**config.mk**
```make
export PLATFORM = sky130hd
export DESIGN_NAME = keyed_record_table_with_sort
export DESIGN_NICKNAME = d
export VERILOG_FILES = /design/src/hdl/krt_pkg.sv /design/src/hdl/krt_mem.sv /design/src/hdl/krt_out.sv /design/src/hdl/krt_seq.sv /design/src/hdl/keyed_record_table_with_sort.sv
export VERILOG_INCLUDE_DIRS = /design/src /design/src/hdl
export SDC_FILE = /design/constraint.sdc
export NUM_CORES = 2
export LEC_CHECK = 0
export ABC_CLOCK_PERIOD_IN_PS = 6700
export BUFFER_PORTS_ARGS = -buffer_cell sky130_fd_sc_hd__buf_2
export CORE_ASPECT_RATIO = 0.8
export CORE_MARGIN = 3
export CORE_UTILIZATION = 49
export CTS_BUF_LIST = sky130_fd_sc_hd__clkbuf_16
export CTS_CLUSTER_DIAMETER = 40
export DETAILED_ROUTE_END_ITERATION = 16
export HOLD_SLACK_MARGIN = 0.06
export PLACE_DENSITY = 0.7
export SLEW_MARGIN = 40
export SYNTH_ARGS = -nofsm -noshare
export SYNTH_HDL_FRONTEND = slang
export SYNTH_SLANG_ARGS = --single-unit
```
**constraint.sdc**
```tcl
create_clock -name clock -period 6.7 [get_ports clock]
set_input_delay 0.335 -clock clock [delete_from_list [all_inputs] [get_ports clock]]
set_output_delay 0.335 -clock clock [all_outputs]
set_load 0.05 [all_outputs]
```
**src/hdl/keyed_record_table_with_sort_defines.svh**
```systemverilog
// assertion macros for the keyed record table
// used by the sequencer; no other dependencies
`ifndef KEYED_RECORD_TABLE_WITH_SORT_DEFINES_SVH
`define KEYED_RECORD_TABLE_WITH_SORT_DEFINES_SVH

// same-cycle implication, disabled during reset
`define KRT_ASSERT_IMPLY(label, clk, rst, ante, cons) \
   label: assert property (@(posedge clk) disable iff (rst) (ante) |-> (cons)) \
      else $error("krt assertion failed");

// next-cycle implication, disabled during reset
`define KRT_ASSERT_NEXT(label, clk, rst, ante, cons) \
   label: assert property (@(posedge clk) disable iff (rst) (ante) |=> (cons)) \
      else $error("krt assertion failed");

`endif

```
**src/hdl/krt_pkg.sv**
```systemverilog
// shared types, widths and codes for the keyed record table
// no dependencies
package krt_pkg;

   // table geometry
   localparam int TABLE_DEPTH = 16;
   localparam int IDX_W       = $clog2(TABLE_DEPTH);
   localparam int CNT_W       = $clog2(TABLE_DEPTH) + 1;

   // field widths
   localparam int ACT_W  = 3;
   localparam int KEY_W  = 31;
   localparam int DAYS_W = 8;
   localparam int RATE_W = 24;
   localparam int PAY_W  = 32;
   localparam int STAT_W = 2;

   localparam logic [RATE_W-1:0] RATE_RESET = RATE_W'(300000);

   // action codes
   localparam logic [ACT_W-1:0] ACT_INSERT = 3'd0;
   localparam logic [ACT_W-1:0] ACT_DELETE = 3'd1;
   localparam logic [ACT_W-1:0] ACT_UPDATE = 3'd2;
   localparam logic [ACT_W-1:0] ACT_FIND   = 3'd3;
   localparam logic [ACT_W-1:0] ACT_SORT   = 3'd4;
   localparam logic [ACT_W-1:0] ACT_LIST   = 3'd5;

   // status codes
   localparam logic [STAT_W-1:0] ST_DONE    = 2'd0;
   localparam logic [STAT_W-1:0] ST_PRESENT = 2'd1;
   localparam logic [STAT_W-1:0] ST_MISSING = 2'd2;
   localparam logic [STAT_W-1:0] ST_FULL    = 2'd3;

   typedef struct packed {
      logic [ACT_W-1:0]  action;
      logic [KEY_W-1:0]  record_key;
      logic [DAYS_W-1:0] day_count;
   } req_type;

   typedef struct packed {
      logic [STAT_W-1:0] status;
      logic [KEY_W-1:0]  out_key;
      logic [DAYS_W-1:0] out_days;
      logic [PAY_W-1:0]  out_pay;
      logic              last;
   } rsp_type;

   typedef struct packed {
      logic [KEY_W-1:0]  key;
      logic [DAYS_W-1:0] days;
   } rec_type;

   // record memory write request
   typedef struct packed {
      logic             en;
      logic [IDX_W-1:0] addr;
      rec_type          rec;
   } wr_type;

   // result produced by the sequencer, before pay is derived
   typedef struct packed {
      logic              valid;
      logic [STAT_W-1:0] status;
      rec_type           rec;
      logic              last;
   } emit_type;

endpackage

```
**src/hdl/krt_mem.sv**
```systemverilog
// record memory: one write port, one registered read port
// depends on krt_pkg
module krt_mem import krt_pkg::*; (
   input  logic             clock,
   input  wr_type           wr,
   input  logic [IDX_W-1:0] rd_addr,
   output rec_type          rd_data
);

   rec_type rec_mem [TABLE_DEPTH];
   rec_type rd_data_ff;

   // write and registered read
   always_ff @(posedge clock) begin
      if (wr.en) begin
         rec_mem[wr.addr] <= wr.rec;
      end
      rd_data_ff <= rec_mem[rd_addr];
   end

   assign rd_data = rd_data_ff;

endmodule

```
**src/hdl/krt_out.sv**
```systemverilog
// rate register, pay multiplier and result output register
// depends on krt_pkg
module krt_out import krt_pkg::*; (
   input  logic              clock,
   input  logic              reset,
   input  logic              csr_wr_en,
   input  logic [RATE_W-1:0] csr_wr_data,
   input  emit_type          emit,
   output logic              rsp_valid,
   output rsp_type           rsp_data
);

   logic [RATE_W-1:0] rate_ff;
   logic              valid_ff;
   rsp_type           rsp_ff;
   logic [PAY_W-1:0]  pay;

   // pay rate register
   always_ff @(posedge clock) begin
      if (reset) begin
         rate_ff <= RATE_RESET;
      end else if (csr_wr_en) begin
         rate_ff <= csr_wr_data;
      end
   end

   // days times rate, fits in the pay width
   assign pay = PAY_W'(emit.rec.days) * PAY_W'(rate_ff);

   // result strobe
   always_ff @(posedge clock) begin
      if (reset) begin
         valid_ff <= 1'b0;
      end else begin
         valid_ff <= emit.valid;
      end
   end

   // result payload
   always_ff @(posedge clock) begin
      rsp_ff.status   <= emit.status;
      rsp_ff.out_key  <= emit.rec.key;
      rsp_ff.out_days <= emit.rec.days;
      rsp_ff.out_pay  <= pay;
      rsp_ff.last     <= emit.last;
   end

   assign rsp_valid = valid_ff;
   assign rsp_data  = rsp_ff;

endmodule

```
**src/hdl/krt_seq.sv**
```systemverilog
// sequencer: key scan, insert, delete shift, update, list and exchange sort
// depends on krt_pkg and the assertion macro header
`include "keyed_record_table_with_sort_defines.svh"

module krt_seq import krt_pkg::*; (
   input  logic             clock,
   input  logic             reset,
   input  logic             start,
   input  req_type          req,
   input  rec_type          rd_data,
   output logic             busy,
   output logic [IDX_W-1:0] rd_addr,
   output wr_type           wr,
   output emit_type         emit
);

   typedef enum logic [3:0] {
      S_IDLE, S_SCAN, S_DEL, S_DEL_WR, S_LIST, S_LDI, S_LDI_W, S_JRD, S_JCMP
   } state_type;

   state_type         state_ff, state_in;
   logic [ACT_W-1:0]  act_ff, act_in;
   logic [KEY_W-1:0]  key_ff, key_in;
   logic [DAYS_W-1:0] days_ff, days_in;
   logic [CNT_W-1:0]  cnt_ff, cnt_in;
   logic [CNT_W-1:0]  idx_ff, idx_in;
   logic [CNT_W-1:0]  i_ff, i_in;
   logic [IDX_W-1:0]  pidx_ff, pidx_in;
   logic              pend_ff, pend_in;
   rec_type           cur_ff, cur_in;

   logic             key_eq;
   logic             days_gt;
   logic             idx_lt_cnt;
   logic             pidx_last;
   logic [CNT_W-1:0] idx_p1;
   logic [CNT_W-1:0] i_p1;
   logic [CNT_W-1:0] i_p2;

   // shared compare unit and index arithmetic
   assign key_eq     = pend_ff && (rd_data.key == key_ff);
   assign days_gt    = cur_ff.days > rd_data.days;
   assign idx_lt_cnt = idx_ff < cnt_ff;
   assign idx_p1     = idx_ff + CNT_W'(1);
   assign i_p1       = i_ff + CNT_W'(1);
   assign i_p2       = i_ff + CNT_W'(2);
   assign pidx_last  = (CNT_W'(pidx_ff) + CNT_W'(1)) == cnt_ff;
   assign busy       = state_ff != S_IDLE;

   // next state and datapath control
   always_comb begin
      state_in = state_ff;
      act_in   = act_ff;
      key_in   = key_ff;
      days_in  = days_ff;
      cnt_in   = cnt_ff;
      idx_in   = idx_ff;
      i_in     = i_ff;
      pidx_in  = pidx_ff;
      pend_in  = pend_ff;
      cur_in   = cur_ff;
      rd_addr  = idx_ff[IDX_W-1:0];
      wr       = '0;
      emit     = '0;
      case (state_ff)
         S_IDLE: begin
            if (start) begin
               act_in  = req.action;
               key_in  = req.record_key;
               days_in = req.day_count;
               idx_in  = '0;
               i_in    = '0;
               pend_in = 1'b0;
               case (req.action)
                  ACT_INSERT, ACT_DELETE, ACT_UPDATE, ACT_FIND: begin
                     state_in = S_SCAN;
                  end
                  ACT_SORT: begin
                     if (cnt_ff < CNT_W'(2)) begin
                        emit.valid  = 1'b1;
                        emit.status = ST_DONE;
                        emit.last   = 1'b1;
                     end else begin
                        state_in = S_LDI;
                     end
                  end
                  ACT_LIST: begin
                     if (cnt_ff == '0) begin
                        emit.valid  = 1'b1;
                        emit.status = ST_MISSING;
                        emit.last   = 1'b1;
                     end else begin
                        state_in = S_LIST;
                     end
                  end
                  default: begin
                  end
               endcase
            end
         end
         // pipelined key search, one entry per cycle
         S_SCAN: begin
            pend_in = idx_lt_cnt;
            pidx_in = idx_ff[IDX_W-1:0];
            idx_in  = idx_lt_cnt ? idx_p1 : idx_ff;
            if (key_eq) begin
               pend_in     = 1'b0;
               state_in    = S_IDLE;
               emit.valid  = 1'b1;
               emit.last   = 1'b1;
               emit.status = ST_DONE;
               case (act_ff)
                  ACT_INSERT: begin
                     emit.status = ST_PRESENT;
                  end
                  ACT_DELETE: begin
                     emit.rec = rd_data;
                     idx_in   = CNT_W'(pidx_ff);
                     state_in = S_DEL;
                  end
                  ACT_UPDATE: begin
                     wr.en         = 1'b1;
                     wr.addr       = pidx_ff;
                     wr.rec.key    = rd_data.key;
                     wr.rec.days   = days_ff;
                     emit.rec.key  = rd_data.key;
                     emit.rec.days = days_ff;
                  end
                  default: begin
                     emit.rec = rd_data;
                  end
               endcase
            end else if (!pend_ff && !idx_lt_cnt) begin
               pend_in    = 1'b0;
               state_in   = S_IDLE;
               emit.valid = 1'b1;
               emit.last  = 1'b1;
               if (act_ff == ACT_INSERT) begin
                  if (cnt_ff == CNT_W'(TABLE_DEPTH)) begin
                     emit.status = ST_FULL;
                  end else begin
                     wr.en         = 1'b1;
                     wr.addr       = cnt_ff[IDX_W-1:0];
                     wr.rec.key    = key_ff;
                     wr.rec.days   = days_ff;
                     cnt_in        = cnt_ff + CNT_W'(1);
                     emit.status   = ST_DONE;
                     emit.rec.key  = key_ff;
                     emit.rec.days = days_ff;
                  end
               end else begin
                  emit.status = ST_MISSING;
               end
            end
         end
         // close the gap: read entry k+1, then write it at k
         S_DEL: begin
            if (idx_p1 < cnt_ff) begin
               rd_addr  = idx_p1[IDX_W-1:0];
               state_in = S_DEL_WR;
            end else begin
               cnt_in   = cnt_ff - CNT_W'(1);
               state_in = S_IDLE;
            end
         end
         S_DEL_WR: begin
            wr.en    = 1'b1;
            wr.addr  = idx_ff[IDX_W-1:0];
            wr.rec   = rd_data;
            idx_in   = idx_p1;
            state_in = S_DEL;
         end
         // stream every record, one per cycle
         S_LIST: begin
            pend_in = idx_lt_cnt;
            pidx_in = idx_ff[IDX_W-1:0];
            idx_in  = idx_lt_cnt ? idx_p1 : idx_ff;
            if (pend_ff) begin
               emit.valid  = 1'b1;
               emit.status = ST_DONE;
               emit.rec    = rd_data;
               emit.last   = pidx_last;
               if (pidx_last) begin
                  pend_in  = 1'b0;
                  state_in = S_IDLE;
               end
            end
         end
         // exchange sort: hold entry i in cur, sweep j above it
         S_LDI: begin
            rd_addr  = i_ff[IDX_W-1:0];
            idx_in   = i_p1;
            state_in = S_LDI_W;
         end
         S_LDI_W: begin
            cur_in   = rd_data;
            state_in = S_JRD;
         end
         S_JRD: begin
            if (idx_lt_cnt) begin
               state_in = S_JCMP;
            end else begin
               wr.en   = 1'b1;
               wr.addr = i_ff[IDX_W-1:0];
               wr.rec  = cur_ff;
               i_in    = i_p1;
               if (i_p2 < cnt_ff) begin
                  state_in = S_LDI;
               end else begin
                  emit.valid  = 1'b1;
                  emit.status = ST_DONE;
                  emit.last   = 1'b1;
                  state_in    = S_IDLE;
               end
            end
         end
         S_JCMP: begin
            if (days_gt) begin
               wr.en   = 1'b1;
               wr.addr = idx_ff[IDX_W-1:0];
               wr.rec  = cur_ff;
               cur_in  = rd_data;
            end
            idx_in   = idx_p1;
            state_in = S_JRD;
         end
         default: begin
            state_in = S_IDLE;
         end
      endcase
   end

   // state and control registers
   always_ff @(posedge clock) begin
      if (reset) begin
         state_ff <= S_IDLE;
         cnt_ff   <= '0;
         pend_ff  <= 1'b0;
      end else begin
         state_ff <= state_in;
         cnt_ff   <= cnt_in;
         pend_ff  <= pend_in;
      end
   end

   // working registers
   always_ff @(posedge clock) begin
      act_ff  <= act_in;
      key_ff  <= key_in;
      days_ff <= days_in;
      idx_ff  <= idx_in;
      i_ff    <= i_in;
      pidx_ff <= pidx_in;
      cur_ff  <= cur_in;
   end

   // checks
   `KRT_ASSERT_IMPLY(a_cnt_bound, clock, reset, 1'b1, cnt_ff <= CNT_W'(TABLE_DEPTH))
   `KRT_ASSERT_IMPLY(a_wr_in_fill, clock, reset, wr.en, (CNT_W'(wr.addr) <= cnt_ff) && (CNT_W'(wr.addr) < CNT_W'(TABLE_DEPTH)))
   `KRT_ASSERT_IMPLY(a_emit_at_work, clock, reset, emit.valid, busy || start)
   `KRT_ASSERT_NEXT(a_lookup_busy, clock, reset, !busy && start && (req.action == ACT_FIND || req.action == ACT_DELETE), busy)

endmodule

```
**src/hdl/keyed_record_table_with_sort.sv**
```systemverilog
// top level of the keyed record table with exchange sort
// depends on krt_pkg, krt_mem, krt_seq and krt_out
//
// An item is taken when start is high and busy is low; busy stays high until
// the item's work is finished. Results appear on rsp_data for one cycle,
// flagged by rsp_valid, in the cycle after they are formed; the receiver
// cannot stall, so it must take every strobe, and rsp_data.last marks the
// final result of an item. All work goes through a single record memory
// with one write port and one registered read port: insert, delete, update
// and find scan keys one per cycle; a delete then moves each later record
// down, a read state and a write state per record, and drops the fill count
// at the end; list gives one record per cycle; sort loads entry i, reads and
// compares each entry above it, and writes the held entry back at i. Record
// contents are undefined until written and of the table only the fill count
// is cleared by reset, so there is no clearing pass. The pay rate is written
// through csr_wr_en and csr_wr_data; the user must write it only while the
// block is idle, which the block itself does not enforce.
module keyed_record_table_with_sort import krt_pkg::*; (
   input  logic              clock,
   input  logic              reset,
   input  logic              start,
   input  req_type           req_data,
   output logic              busy,
   output logic              rsp_valid,
   output rsp_type           rsp_data,
   input  logic              csr_wr_en,
   input  logic [RATE_W-1:0] csr_wr_data
);

   wr_type           wr;
   rec_type          rd_data;
   logic [IDX_W-1:0] rd_addr;
   emit_type         emit;

   // record storage
   krt_mem u_mem (
      .clock   (clock),
      .wr      (wr),
      .rd_addr (rd_addr),
      .rd_data (rd_data)
   );

   // control sequencer
   krt_seq u_seq (
      .clock   (clock),
      .reset   (reset),
      .start   (start),
      .req     (req_data),
      .rd_data (rd_data),
      .busy    (busy),
      .rd_addr (rd_addr),
      .wr      (wr),
      .emit    (emit)
   );

   // pay derivation and result register
   krt_out u_out (
      .clock       (clock),
      .reset       (reset),
      .csr_wr_en   (csr_wr_en),
      .csr_wr_data (csr_wr_data),
      .emit        (emit),
      .rsp_valid   (rsp_valid),
      .rsp_data    (rsp_data)
   );

endmodule
```
==> impl_metrics.json <==
{
  "status": "finished, violations left",
  "violations": "setup timing",
  "worst_setup_path_end_kind": "register",
  "worstPathArrival_ps": 7290,
  "syn_area_per_cell_sq_um": 14.7,
  "post-route-period-util_pct": 101,
  "dp_hpwl_microns": 61000,
  "drc": 0,
  "timing_max_transition_violations_final": 0,
  "dieArea_sq_um": 85500,
  "grt_max_degree": 98,
  "final_cells": 4321,
  "coreArea_sq_um": 80900,
  "place_area_sq_um": 43400,
  "ys_ff_latch": 867,
  "crit_path_frequent_cell": "buf_6",
  "synth_top_family_by_area": "multiplexers",
  "synthSimpleGateAreaFrac_pct": 5.19,
  "cp.depth": 30,
  "track_usage_pct": 23.6,
  "ff_latch_area_sq_um": 24600,
  "clk_latency_ps": 680,
  "vias_per_cell": 5.65,
  "yosysSeqAreaShare_pct": 61.1,
  "place.gp.congestion": 0.900,
  "htree_num_levels": 3,
  "clock_skew_ps": 71.1,
  "hold_ws_ps": 182,
  "r2r_cells": 30,
  "synthFlopType": "edfxtp_1",
  "fin_area_sq_um": 48500,
  "setup_viol_count_final": 4,
  "synth_top_area_share_pct": 53.7,
  "syn_area_sq_um": 40200,
  "ys_async_sr_fraction_pct": 0,
  "synth_nets": 3008,
  "antenna_left": 0,
  "multiInputGateArea_sq_um": 15000,
  "synth_fa_ha_area_share_pct": 9.08,
  "leakage_nw": 19.4,
  "combPwrFrac_pct": 29.5,
  "grt_pass1_vias": 25099,
  "start_kind": "register",
  "worst_slack_ps": -70.5,
  "clockBufferDepth": 3,
  "cts-root-buf": "clkbuf_16",
  "path_buf_inv": 10,
  "die-width_microns": 326,
  "start_util_pct": 49.7,
  "synth_top_area_cell": "edfxtp_1",
  "wl_per_cell_microns": 23.8,
  "r2r_start": "u_seq.key_ff[17]$_DFFE_PP_",
  "numCtsBuffers": 98,
  "clock.fmax_mhz": 148,
  "die_h_microns": 262,
  "muxShareOfSynthArea_pct": 12.6,
  "dr.pass1.iters": 7,
  "drive_above_1_share_pct": 23.7,
  "endpoint": "u_out.rsp_data[29]$_DFF_P_",
  "synth_area_leaders": "edfxtp_1 (54%), mux2i_1 (10%), dfxtp_1 (7.4%), fa_1 (6.6%), ha_1 (2.5%)",
  "startpoint": "u_seq.key_ff[17]$_DFFE_PP_",
  "layout_commonest_cell": "edfxtp_1",
  "grt_overflow": 0,
  "synth_edf_count": 719,
  "synth_xor_area_share_pct": 1.72,
  "fillers": 6018,
  "ff2ff_setup_slack_ps": -70,
  "hold_viol": 0,
  "switchingPower_mw": 5.50,
  "clock_sinks": 867,
  "maxCapViolations": 0,
  "intPower_mw": 11.5,
  "fin_util_pct": 59.9,
  "worstReg2RegEnd": "u_out.rsp_data[29]$_DFF_P_",
  "ys_warn_count": 0,
  "hp-class": "in -> reg",
  "critical_path_class": "reg -> reg",
  "synthToLayoutAreaGrowth_pct": 20.6,
  "final_cell_mix": "edfxtp_1 (719), mux2i_1 (418), inv_1 (236)",
  "rsz0062_at_grt": "true",
  "ir_drop_mv": 0.418,
  "sw_frac_of_total_pct": 32.4,
  "crit_slowest_cell": "fa_1",
  "synth.distinct_cells": 71,
  "ios": 146,
  "postSynthCellCount": 2726,
  "powerDensity_nw_per_um2": 350,
  "routed_wl_microns": 103000,
  "drt-initial-drc-count": 2063,
  "io_buffers": 145,
  "nets": 3426,
  "pwr-share-clk_pct": 31.3,
  "antenna_found_initial": 5,
  "cp_slowest_stage_delay_ps": 500,
  "tightest_slew_ps": 878,
  "cts_tree": "built",
  "dp_cells": 4026,
  "crit_path_max_fanout": 7,
  "seq_power_share_pct": 39.2,
  "core.rowCount": 93,
  "clk_pin_slew_ps": 60,
  "finalPower_mw": 17.0,
  "vias": 24421,
  "grt_pass1_wl_microns": 152000,
  "path_delay_family": "adder cells",
  "layout_min_cycle_time_ps": 6770,
  "crit_required_ps": 7220,
  "synth_compound_area_share_pct": 6.57,
  "slew_headroom_pct": 41.5
}
## metrics by stage
stage | TNS (ps) | worst slack, ps
2_1_floorplan | 0 | 39.0
3_3_place_gp | -24800 | -1380
3_5_place_dp | -12570 | -918
4_1_cts | -337 | -73.9
5_1_grt | -2160 | -276
6_report | -162 | -70.5
## state kept, by name, summed over array words and instances, names as in the netlist, 3 cells and up
name            count
u_seq.cnt_ff        5
u_seq.pidx_ff       4
u_seq.idx_ff        5
u_seq.key_ff       31
u_seq.days_ff       8
u_seq.i_ff          5
u_mem.rd_data      39
u_out.rate_ff      24
u_seq.act_ff        3
u_seq.cur_ff       39
u_seq.state_ff      4
u_out.rsp_data     74
u_mem.rec_mem     624
## cell usage after synthesis (43+ instances only)
master	count
mux2_2	78
fa_1	133
inv_1	215
xor2_1	44
nor2_1	75
o22ai_1	43
buf_2	44
mux2i_1	418
ha_1	79
edfxtp_1	719
clkbuf_1	50
a21oi_1	49
nand2_1	111
and2_1	140
dfxtp_1	148
## how the worst min path moves through the flow
stage,from,to,slack (ps),cells after the start
after floorplan,req_data[39],u_seq.act_ff[0]$_DFFE_PP_,430,0
after global placement,u_mem.rd_data[24]$_DFF_P_,u_seq.cur_ff[24]$_DFFE_PP_,490,0
after detailed placement,u_mem.rd_data[17]$_DFF_P_,u_seq.cur_ff[17]$_DFFE_PP_,490,0
after CTS,reset,u_seq.cnt_ff[0]$_SDFFE_PP0P_,160,3
after global routing,reset,u_seq.cnt_ff[2]$_SDFFE_PP0P_,190,3
final,reset,u_seq.cnt_ff[0]$_SDFFE_PP0P_,180,3
## layer usage
layer,global-route usage [%],wire length (microns),vias up
met5,0,13,-
met4,8.44,3270,2
met3,4.19,7650,210
met2,38.6,48400,997
met1,31.9,43400,12324
li1,-,-,10888
## repair_timing
| item | 4_1_cts | 5_1_grt |
|---|---|---|
| setup endpoints to repair | 22 | 17 |
| buffers inserted | 29 | 10 |
| resized for setup | 77 | 58 |
| hold buffers | 67 | 0 |
| pin swaps | 40 | 23 |
| hold endpoints to repair | 68 | 0 |
| cloned | 1 | 1 |
## worst reg2reg max path: cells and delay by family (launching register included)
family | cells | cell delay [ps]
flip-flops | 1 | 470
AND/OR/NAND/NOR | 5 | 1170
adder cells (fa/ha/maj) | 5 | 2140
XOR/XNOR | 2 | 370
AO/OA/AOI/OAI | 8 | 1310
buffers and inverters | 10 | 1150
## power by group through the flow
stage / clock network [mW] / logic, mW / registers, mW
6_report: 5.30 / 5.01 / 6.65
5_1_grt: 5.60 / 5.33 / 6.68
4_1_cts: 5.38 / 4.97 / 6.63
3_5_place_dp: 0 / 4.83 / 6.73
3_3_place_gp: 0 / 4.72 / 6.71
2_1_floorplan: 0 / 3.45 / 6.74
## area by class of cell
cell class / instances / area share [%]
Clock buffer: 100 / 5.16
Clock inverter: 84 / 1.61
Timing Repair Buffer: 443 / 7.16
Multi-Input combinational cell: 1518 / 30.9
Inverter: 216 / 1.67
Sequential cell: 867 / 50.6
Antenna cell: 1 / 0.00516
Tap cell: 1092 / 2.82
## cell families after synthesis
logic type      count (synthesis)
fa+ha+maj                     212
simple gates                  412
mux                           496
flops                         867
compound gates                319
buf+inv                       341
xor+xnor                       79
(Power assumes the default switching activity.)
